`src/rtl/olc_pkg.sv`:
```
`default_nettype none
package olc_pkg;
  localparam int unsigned CoordW = 16;
  localparam int unsigned CountW = 16;
  localparam int unsigned DistW  = 35;
  localparam int unsigned IdxOutW = 6;
  localparam logic [CountW-1:0] CountMax = '1;

  typedef struct packed {
    logic [CoordW-1:0] x;
    logic [CoordW-1:0] y;
    logic [CoordW-1:0] z;
  } point_t;

  typedef struct packed {
    logic              vld;
    point_t            c;
    logic [CountW-1:0] n;
  } entry_t;

  function automatic logic [2*CoordW-1:0] sq_diff(input logic [CoordW-1:0] a,
                                                   input logic [CoordW-1:0] b);
    logic [CoordW-1:0] d;
    d = (a > b) ? a - b : b - a;
    return {{CoordW{1'b0}}, d} * {{CoordW{1'b0}}, d};
  endfunction
endpackage
`default_nettype wire

```
`src/rtl/olc_cell.sv`:
```
`default_nettype none
// One cluster slot. Entries rotate through the ring of cells; the head cell
// sees the entry that leaves the tail.
module olc_cell (
  input  wire logic           clk_i,
  input  wire logic           rst_ni,
  input  wire logic           clear_i,
  input  wire logic           load_i,
  input  wire olc_pkg::entry_t load_val_i,
  input  wire olc_pkg::entry_t prev_i,
  output olc_pkg::entry_t     cur_o
);
  logic                       vld_q;
  olc_pkg::point_t            c_q;
  logic [olc_pkg::CountW-1:0] n_q;
  always_ff @(posedge clk_i or negedge rst_ni) begin
    if (!rst_ni) begin
      vld_q <= 1'b0;
    end else if (clear_i) begin
      vld_q <= 1'b0;
    end else if (load_i) begin
      vld_q <= load_val_i.vld;
    end else begin
      vld_q <= prev_i.vld;
    end
  end
  always_ff @(posedge clk_i) begin
    if (load_i) begin
      c_q <= load_val_i.c;
      n_q <= load_val_i.n;
    end else begin
      c_q <= prev_i.c;
      n_q <= prev_i.n;
    end
  end
  assign cur_o = '{vld: vld_q, c: c_q, n: n_q};
endmodule
`default_nettype wire

```
`config.mk`:
```
export PLATFORM = sky130hd
export DESIGN_NAME = olc_cell
export DESIGN_NICKNAME = d
export VERILOG_FILES = /design/src/rtl/olc_pkg.sv /design/src/rtl/olc_cell.sv
export SDC_FILE = /design/constraint.sdc
export NUM_CORES = 1
export LEC_CHECK = 0
export ABC_AREA = 0
export BUFFER_PORTS_ARGS = -buffer_cell sky130_fd_sc_hd__buf_2
export CORE_MARGIN = 2
export CORE_UTILIZATION = 38
export DETAILED_ROUTE_END_ITERATION = 12
export PLACE_DENSITY = 0.91
export SETUP_SLACK_MARGIN = 0.4
export SKIP_LAST_GASP = 1
export SYNTH_ARGS = -nofsm -noshare
export SYNTH_HDL_FRONTEND = slang
export SYNTH_SLANG_ARGS = --single-unit
```
`constraint.sdc`:
```
create_clock -name clk_i -period 0.9 [get_ports clk_i]
set_clock_uncertainty 0.15 [all_clocks]
set_input_delay 0.045 -clock clk_i [delete_from_list [all_inputs] [get_ports clk_i]]
set_output_delay 0.045 -clock clk_i [all_outputs]
set_load 0.005 [all_outputs]
```
# == Word-level counts from Yosys, hierarchy flattened ==
# Cells that the tools add are included.
# totals
ff_bits,65
inputBits,134
output_inout_bits,65
elab_cells,9
# op_classes
n_mux,4
# ops
operator,count
48-bit two-way mux,1
16-bit two-way mux,1
1-bit two-way mux,2

# == Logic depth before layout (Yosys ltp) ==
# logic_depth
ltp_word,2
ltp_mapped,3
mapped_depth_nobuf,2

# == Worst setup path before layout ==
# Ideal clock, no wire load.
# synth_path
kind,input-to-reg
start,in load_i
end,"reg c_q, in the netlist cur_o[16]"
setup_time_ns,0.121
arrival_time_ns,0.631
t_required_ns,0.629
slack_ns,-0.003
cell_stages,3
n_path_buf,2
cell_sequence,buf_6 > buf_6 > mux2_4
# synth_between
elab_chain_len,1
# synth_rtl
item,line_no,text
"start, declared",olc_cell.sv:8,"input wire logic load_i,"
48-bit two-way mux,olc_cell.sv:28,if (load_i) begin
"end signal, assigned",olc_cell.sv:29,c_q <= load_val_i.c;
"end signal, assigned",olc_cell.sv:32,c_q <= prev_i.c;
"end, declared",olc_cell.sv:14,olc_pkg::point_t c_q;
# Every way passes these cells.

# == Worst setup path after layout ==
# layout_path
start,reg vld_q
end,out cur_o[64] (netlist bit)
# layout_rtl
item,line_no,text
"start, declared",olc_cell.sv:13,logic vld_q;
"start signal, assigned",olc_cell.sv:22,vld_q <= load_val_i.vld;
"start signal, assigned",olc_cell.sv:24,vld_q <= prev_i.vld;
"end, declared",olc_cell.sv:11,output olc_pkg::entry_t cur_o
# No word-level cell between the ends.

==> impl_results.md <==
- Endpoints failing setup: 65
- Critical Path AT: around 0.8 ns
- Delay-heaviest family, CP: flip-flops
- Storage element area: 1330 sq um
- GP Congestion: 0.687
- Final worst path period need: 0.993 ns
- Status: finished, violations left
- WHS: -0.284 ns
- 1st-iter DRT viols: 38
- Dpl hpwl: 4.70 mm
- Setup Crit Path Kind: reg2out
- Pre-Repair DR Iteration Count: 4
- Setup TNS: -2.41 ns
- Syn_area_per_cell: around 17 sq um
- Final hold violation count: 66
- Hold Path Cell Cnt: 2
- Period utilization: 1.10
- H-tree Lvls: 3
- Worst path max stage delay: around 0.35 ns
- Syn Inst Count: about 140
- Sequential Power Share: 0.440
- Logic pwr share: 0.180
- Worst VDD drop: 1080 uV
- Yosys reg bits: 65
- Yosys top cell area share: 0.555
- CP startpoint: vld_q
- Ant diodes: 0
- Vias/cell: between 4 and 5
- Final Max Slew Viols: 0
- Die width: approximately 82 um
- Fillers: 411
- Final #Nets: 490
- Die Height: ~82 um
- Switching portion of total power: 0.208
- Starting Density: 0.392
- Syn_nets: 273
- Residual DRC: 0
- Critical path endpoint category: primary output
- Most frequent cell after synthesis: dfxtp_1
- Sequential area share after synthesis: 0.566
- Clock network fraction of design power: 0.381
- Hold WC Path Type: in2reg
- Placeable core region: 5890 sq um
- Relative slew slack: 0.922
- Final worst setup slack: -0.0931 ns
- Area of the multi-input gates: 975 sq um
- Synth Flop Type: dfxtp_1
- Die area: 6710 sq um
- WP data required: 0.70 ns
- Synth area leaders: dfxtp_1, mux2_4, mux2_2
- CP max-delay cell: dfrtp_1
- Max Buffers Root-to-Sink: 2
- Crit path buffers/inverters: 1
- Routed via count: 1924
- Post-route ant nets: 0
- Async set-reset flop share out of synthesis: 0.0154
- Netlist cell types: 9
- CTS Hold Bufs: 1
- CTS tree: done
- Worst-path maximum fanout: 1
- Area Overhead vs Synth: 77.3%
- Worst-path clk slew: 0.06 ns
- Final WL: 6.69 mm
- Static leakage: 2.18 nW
- Number of cells on the critical path: 1
- FMAX: just over 1000 MHz
- Worst-margin pin slew: 0.113 ns
- Synth warn: 0
- # IOs: 199
- Area leader, netlist: dfxtp_1
- Violated checks: negative hold slack, negative setup slack
- # Max-Cap Violations: 0
- Buffers on Ports: 198
- Wire length of the first global-routing pass: 9.13 mm
- Sink Count: 65
- Crit-path cells: buf_2
- Num CTS Buffers: 9
- Post-synth EDFFs: 0
- RSZ-0062 raised after global routing: yes
- Worst hold start: clear_i
- Num rows: 28
- Initial antenna violation count: 0
- Routed WL per cell: 15.3 um
- Vias in the first global route: 2037
- GR Util All Layers: 0.189
- Cell Int Power: 5.75 mW
- Largest net degree at the start of global routing: 11
- Layout cells sized above 1: 0.864
- Overflow after GRT: 0
- Net switching power: between 1.5 and 2 mW
- Most frequent cells after synthesis: dfxtp_1, mux2_4, mux2_2
- Root buffer cell: clkbuf_8
- Startpoint class of the critical path: register
- Synth Cell Area: between 2000 and 2500 sq um
- PwrDens: 1770 nW/um^2
[timing repair]
item                                    CTS  global route
cloned                                    6             0
endpoints found under the hold margin    66            66
gates resized for setup                  28            35
endpoints found under the setup margin  129           130
setup buffers                             4             2
[sequential cells by signal, indices dropped and copies added (netlist names)]
signal	cells
cur_o	48
n_q	16
vld_q	1
[path summary, 6_finish.rpt]
path	slack (ns)	to
max in group asynchronous	0.62	vld_q
min in group asynchronous	-0.10	vld_q
min	-0.28	vld_q
max	-0.09	cur_o[64]
[kinds of logic after synthesis]
logic type,share of synthesized area
multiplexers,0.398
buffers and inverters,0.0347
AND/OR/NAND/NOR,0.00162
flip-flops,0.566
[final cells by class]
class / instances / area share
multi-input combinational: 66 / 0.238
sequential: 65 / 0.326
clock inverter: 2 / 0.0147
timing repair buffer: 214 / 0.359
tap: 75 / 0.0229
clock buffer: 14 / 0.0397
[power groups by stage]
stage	Combinational (mW)	Sequential [mW]	Clock, mW
final	1.30	3.19	2.76
after detailed placement	1.05	3.23	0
after CTS	1.22	3.17	2.83
after global routing	1.40	3.21	2.94
after global placement	1.01	3.22	0
after floorplan	0.494	3.27	0
[cells in the final DEF, fill, tap and decap left out]
cell             n
dlygate4sd3_1    1
buf_12           4
mux2i_1          1
dfxtp_2         22
buf_8            2
dfrtp_1          1
buf_2          178
mux2_4          64
buf_16           8
dfxtp_1         42
clkbuf_1         3
clkbuf_8        11
nor2_1           1
bufinv_16        2
buf_6           21
[through the flow]
step                 util  area, sq um  instances  setup WS (ns)  total power, mW
floorplan               -         2410        139         0.0303             3.76
finish              0.695         4090        436        -0.0931             7.26
global placement    0.577         3400        407         -0.126             4.23
CTS                 0.666         3920        434         -0.118             7.22
detailed placement  0.577         3400        407         -0.143             4.28
global route        0.695         4090        436         -0.129             7.55
[layer usage]
layer | wire length (um) | vias up | track usage
li1 | - | 914 | -
met1 | 2240 | 878 | 0.179
met2 | 3650 | 120 | 0.363
met3 | 686 | 12 | 0.0637
met4 | 111 | 0 | 0.0800
met5 | 0 | - | 0
No activity file was read; power rests on OpenSTA's default activity.
