## src/rtl/olc_div.sv

```systemverilog
`default_nettype none
// Restoring divider, one quotient bit per cycle.
module olc_div #(
  parameter int unsigned NumW = 32,
  parameter int unsigned DenW = 16
) (
  input  wire logic            clk_i,
  input  wire logic            rst_ni,
  input  wire logic            start_i,
  input  wire logic [NumW-1:0] num_i,
  input  wire logic [DenW-1:0] den_i,
  output logic                 done_o,
  output logic [NumW-1:0]      quo_o
);
  localparam int unsigned CntW = $clog2(NumW + 1);
  logic [NumW-1:0] quo_q;
  logic [DenW:0]   rem_q;
  logic [DenW-1:0] den_q;
  logic [CntW-1:0] cnt_q;
  logic            busy_q, done_q;
  logic [DenW:0]   shl;
  always_comb shl = {rem_q[DenW-1:0], quo_q[NumW-1]};
  always_ff @(posedge clk_i or negedge rst_ni) begin
    if (!rst_ni) begin
      busy_q <= 1'b0;
      done_q <= 1'b0;
      cnt_q  <= '0;
    end else begin
      done_q <= 1'b0;
      if (start_i) begin
        busy_q <= 1'b1;
        cnt_q  <= CntW'(NumW);
      end else if (busy_q) begin
        cnt_q <= cnt_q - 1'b1;
        if (cnt_q == CntW'(1)) begin
          busy_q <= 1'b0;
          done_q <= 1'b1;
        end
      end
    end
  end
  always_ff @(posedge clk_i) begin
    if (start_i) begin
      quo_q <= num_i;
      rem_q <= '0;
      den_q <= den_i;
    end else if (busy_q) begin
      if (shl >= {1'b0, den_q}) begin
        rem_q <= shl - {1'b0, den_q};
        quo_q <= {quo_q[NumW-2:0], 1'b1};
      end else begin
        rem_q <= shl;
        quo_q <= {quo_q[NumW-2:0], 1'b0};
      end
    end
  end
  assign done_o = done_q;
  assign quo_o  = quo_q;
endmodule
`default_nettype wire

```

## config.mk

```make
export PLATFORM = sky130hd
export DESIGN_NAME = olc_div
export DESIGN_NICKNAME = d
export VERILOG_FILES = /design/src/rtl/olc_div.sv
export SDC_FILE = /design/constraint.sdc
export NUM_CORES = 1
export LEC_CHECK = 0
export CORE_AREA = 2 2 82 84
export DETAILED_ROUTE_END_ITERATION = 8
export DIE_AREA = 0 0 84 86
export DONT_BUFFER_PORTS = 1
export GPL_ROUTABILITY_DRIVEN = 1
export HOLD_SLACK_MARGIN = 0.1
export PLACE_DENSITY = 0.77
export SYNTH_ARGS = -nofsm -noshare
export SYNTH_HDL_FRONTEND = slang
export SYNTH_SLANG_ARGS = --single-unit
```

## constraint.sdc

```tcl
create_clock -name clk_i -period 2.95 [get_ports clk_i]
set_input_delay 0.295 -clock clk_i [delete_from_list [all_inputs] [get_ports clk_i]]
set_output_delay 0.295 -clock clk_i [all_outputs]
set_load 0.01 [all_outputs]
```

# --- Word level (Yosys, flattened, before mapping) ---
# Index checks and enable logic that the tools add are counted.
totals:
  ff_bits: 72
  input_bits: 51
op_classes:
  addsub: 2
  n_lt_le_gt_ge: 1
  n_eq_ne: 1
  n_mux: 12
  reduce_logical: 1
ops:
  columns: ["cell", "n"]
  rows:
  - ["32-bit 2-to-1 mux", 2]
  - ["17-bit by 16-bit >= comparator with 1-bit output", 1]
  - ["16-bit 2-to-1 mux", 1]
  - ["16-bit subtractor", 1]
  - ["6-bit 2-to-1 mux", 2]
  - ["1-bit 2-to-1 mux", 7]
  - ["6-bit by 1-bit equality test with 1-bit output, second input constant", 1]
  - ["6-bit by 1-bit subtractor with 6-bit output, second input constant", 1]
  - ["2-bit nonzero test", 1]

# --- Logic depth before layout (Yosys ltp) ---
depth:
  word_depth: 4
  mapped_depth: 11
  mapped_depth_nobuf: 10

# --- Least setup slack after synthesis ---
# OpenSTA, ideal clock, no wires.
synth_path:
  kind: "reg-to-reg"
  startpoint: "reg quo_q[31] (netlist: quo_o[31])"
  endpoint: "reg rem_q[10]"
  setup_ns: 0.130
  arrival_ns: 2.257
  required_time_ns: 2.820
  slack_ns: 0.563
  path_stages_with_launch: 11
  path_buffers: 2
  synth_period_minus_slack_ns: 2.387
  cell_sequence: "edfxtp_1 inv_1 ha_1 nand2b_1 a211o_1 a2111o_1 a31oi_4 or2_1 buf_6 buf_6 o211ai_1"
synth_between:
  elab_chain_cells: 2
synth_lines:
  columns: ["item", "line", "text"]
  rows:
  - ["start: declaration", "16", "logic [NumW-1:0] quo_q;"]
  - ["start signal: assignment", "44", "quo_q <= num_i;"]
  - ["start signal: assignment", "50", "quo_q <= {quo_q[NumW-2:0], 1'b1};"]
  - ["start signal: assignment", "53", "quo_q <= {quo_q[NumW-2:0], 1'b0};"]
  - ["16-bit subtractor / 17-bit by 16-bit >= comparator with 1-bit output (equally long branches)", "49, 48", null]
  - ["16-bit 2-to-1 mux *", "48", "if (shl >= {1'b0, den_q}) begin"]
  - ["end signal: assignment", "49", "rem_q <= shl - {1'b0, den_q};"]
  - ["end signal: assignment", "52", "rem_q <= shl;"]
  - ["end: declaration", "17", "logic [DenW:0] rem_q;"]
# Every way passes the cells marked *; elsewhere a longest branch is shown, timed or not.
# A chain may end at the register's enable or synchronous reset.

# --- Final worst setup path ---
layout_path:
  startpoint: "reg quo_q[31] (netlist: quo_o[31])"
  endpoint: "reg rem_q[14]"
# Same word-level chain as after synthesis.

==> impl_metrics.csv <==
group,metric,value,unit
route,via_count,2751,
clocking,cts.repair_timing.setup_buffer_count,0,
synthesis,synth-async-reset-ratio,11.1,%
clocking,cts_hold_repair.buffers,18,
setup_path,cpLargestDelayFamily,"compound AO/OA/AOI/OAI gates",
pwr,powerDensity,835,nW/um^2
sta,unrepaired_setup_endpoints_after_global_routing,"no",
global_routing,first_global_vias,2817,
hold_path,hp-class,"in2reg",
clocking,clockBufferDepth,2,
synthesis,synth_area_leader_cell,"edfxtp_1",
setup_path,critical_path_buf_inv_count,2,
synthesis,synth-seq-area-share,50.3,%
global_routing,grt.overflow.total,0,
clocking,cts_tree,"yes",
setup_path,crit_path_end_kind,"flip-flop",
sta,final_hold_viol_count,0,
run_status,run_status,"finished clean",
clocking,clock-root-buffer,"clkbuf_8",
route,wl_per_cell,17.7,microns
setup_path,crit_path_start_kind,"flip-flop",
route,routed_antenna_nets,0,
setup_path,worst-endpoint-arrival,2.99,ns
clocking,cts.reportedPaths.clkPinSlew,0.09,ns
synthesis,synth_top_cell_area_share,36.9,%
synthesis,synth-warning-count,0,
pwr,cellLeakagePower,1.76,nW
pwr,total_power,3.61,mW
sta,whs,0.137,ns
floorplanning,floorplan.die.height,86,microns
pwr,irDropWorstVdd,520,uV
synthesis,ys_ff_latch,72,
sta,clock.fmax,0.362,GHz
sta,clock-skew-final,0.0155,ns
cells_and_area,mostFrequentLayoutCell,"edfxtp_1",
route,detail_route.iter0.violations,133,
cells_and_area,area_growth,10.8,%
global_routing,antenna_found_initial,0,
cells_and_area,antenna-diode-count,0,
cells_and_area,layout.cells.most_common_list,"edfxtp_1 (48), mux2_2 (32), nor2_1 (29)",
route,avgViaCountPerCell,6.07,
synthesis,synth.lib_cells_used.distinct,47,
route,route.final.wire_length,8020,microns
floorplanning,placeable_area,6280,sq um
floorplanning,core.rowCount,29,
run,drv.max_cap_violation_count,0,
clocking,tritoncts.num_buffers,9,
sta,post-route-period-util,93.6,%
setup_path,cp_max_fo,11,
placement,dp_hpwl,5340,microns
cells_and_area,final.fill_count,446,
setup_path,worst-endpoint-required,3.17,ns
placement,port_buffers,0,
floorplanning,top_level_ports,84,
synthesis,ys.flop_type,"edfxtp_1",
sta,worstMarginPinSlew,1.09,ns
sta,final_max_slew_viol_count,0,
synthesis,synthTopCellsByArea,"edfxtp_1 (37%), mux2_2 (9.2%), dfxtp_1 (8.2%)",
clocking,clock_insertion_delay_worst_skew,0.35,ns
sta,worst_slew_margin_rel,27.1,%
global_routing,grt_start_max_net_pins,47,
clocking,clkSinkCount,72,
synthesis,netlist_area_before_placement,3900,sq um
cells_and_area,finalCoreUtilization,68.9,%
clocking,htreeDepth,3,
floorplanning,initial_standard_cell_utilization_of_the_core,62.2,%
placement,place_congestion,0.838,
setup_path,crit_type,"reg2reg",
route,drc_errors,0,
synthesis,synthesized_instance_count,352,
setup_path,cpPeakStageDelay,0.48,ns
synthesis,syn_nets,422,
synthesis,average_cell_area_after_synthesis,11.1,sq um
sta,setup_viol,0,
floorplanning,die-width,84,microns
cells_and_area,nNetsFinal,441,
setup_path,worstPathCellList,"inv_1, ha_1, nand2b_1, a211o_1, a2111o_1, a31oi_4, or2_1, buf_4, o211ai_1",
setup_path,cp_slowest_cell,"a2111o_1",
sta,shortest_clock_period_the_worst_path_allows_after_layout,2.76,ns
route,drt_first_pass_iters,4,
floorplanning,dieArea,7220,sq um
sta,final.setup.tns,0,ns
global_routing,grt_first_pass_wirelength,13000,microns
clocking,post_cts.resized_instances,0,
cells_and_area,layout-drive-gt1-share,16.0,%
global_routing,gr-usage-all-layers,23.0,%
synthesis,synth-edff-count,48,
-- cells in the mapped netlist, drive strengths merged (2+ instances only) --
cell type and count:
a2111o 2, a211o 3, a211oi 6, a21o 8, a21oi 14, a221oi 2, a311oi 3, a31o 5
a31oi 4, and3 3, buf 4, clkbuf 14, dfrtp 8, dfxtp 16, edfxtp 48, ha 18
inv 24, mux2 32, nand2 25, nand2b 4, nand3 2, nand4 3, nor2 29, nor3 5
nor4 7, o211ai 10, o21ai 12, o21bai 7, o311a 2, o41ai 3, or3 5, xnor2 9
xor2 5
-- report_power, final --
part	internal, mW	switching, mW	total, mW
registers	1.32	0.209	1.52
logic	0.619	0.776	1.40
clock network	0.308	0.381	0.689
-- worst paths after layout --
kind	slack (ns)	to	depth (start not counted)	start
max reg2reg	0.19	rem_q[14]	9	quo_o[31]
min reg2reg	0.50	rem_q[12]	2	rem_q[11]
min in group asynchronous	0.30	done_o	1	rst_ni
max	0.19	rem_q[14]	9	quo_o[31]
min	0.14	rem_q[0]	2	start_i
max in group asynchronous	2.39	cnt_q[0]	1	rst_ni
-- registers in the layout, summed over array words and instances (netlist names) --
name	cells
done_o	1
rem_q	16
cnt_q	6
den_q	16
quo_o	32
busy_q	1
-- metrics by stage --
step	setup WS [ns]	cell area, sq um	instances
final	0.188	4320	453
after global routing	0.0545	4320	453
after CTS	0.243	4320	453
after detailed placement	0.266	3970	419
after global placement	0.307	3970	419
after floorplan	0.563	3900	352
-- cells by family after synthesis --
family	share of synthesized area, %
AO/OA/AOI/OAI	15.9
flip-flops	50.3
buffers and inverters	4.52
XOR/XNOR	3.14
adder cells (fa/ha/maj)	6.28
AND/OR/NAND/NOR	10.6
multiplexers	9.23
-- routing by layer --
metal	vias to the layer above	wire, microns	share of wire (%)	global-route usage (%)
li1	1350	-	-	-
met1	1283	3370	42	28.6
met2	101	3940	49	38.4
met3	17	515	6.4	4.81
met4	0	198	2.5	11.6
met5	-	0	0	0
-- layout make-up --
cell class / count / area, sq um / area share, %
clock buffer: 10 / 128 / 2.95
clock inverter: 6 / 43.8 / 1.01
inverter: 24 / 90.1 / 2.08
multi-input combinational: 238 / 1760 / 40.8
sequential: 72 / 1960 / 45.4
tap: 77 / 96.3 / 2.23
timing repair buffer: 26 / 240 / 5.56
No activity file was read; power rests on OpenSTA's default activity.
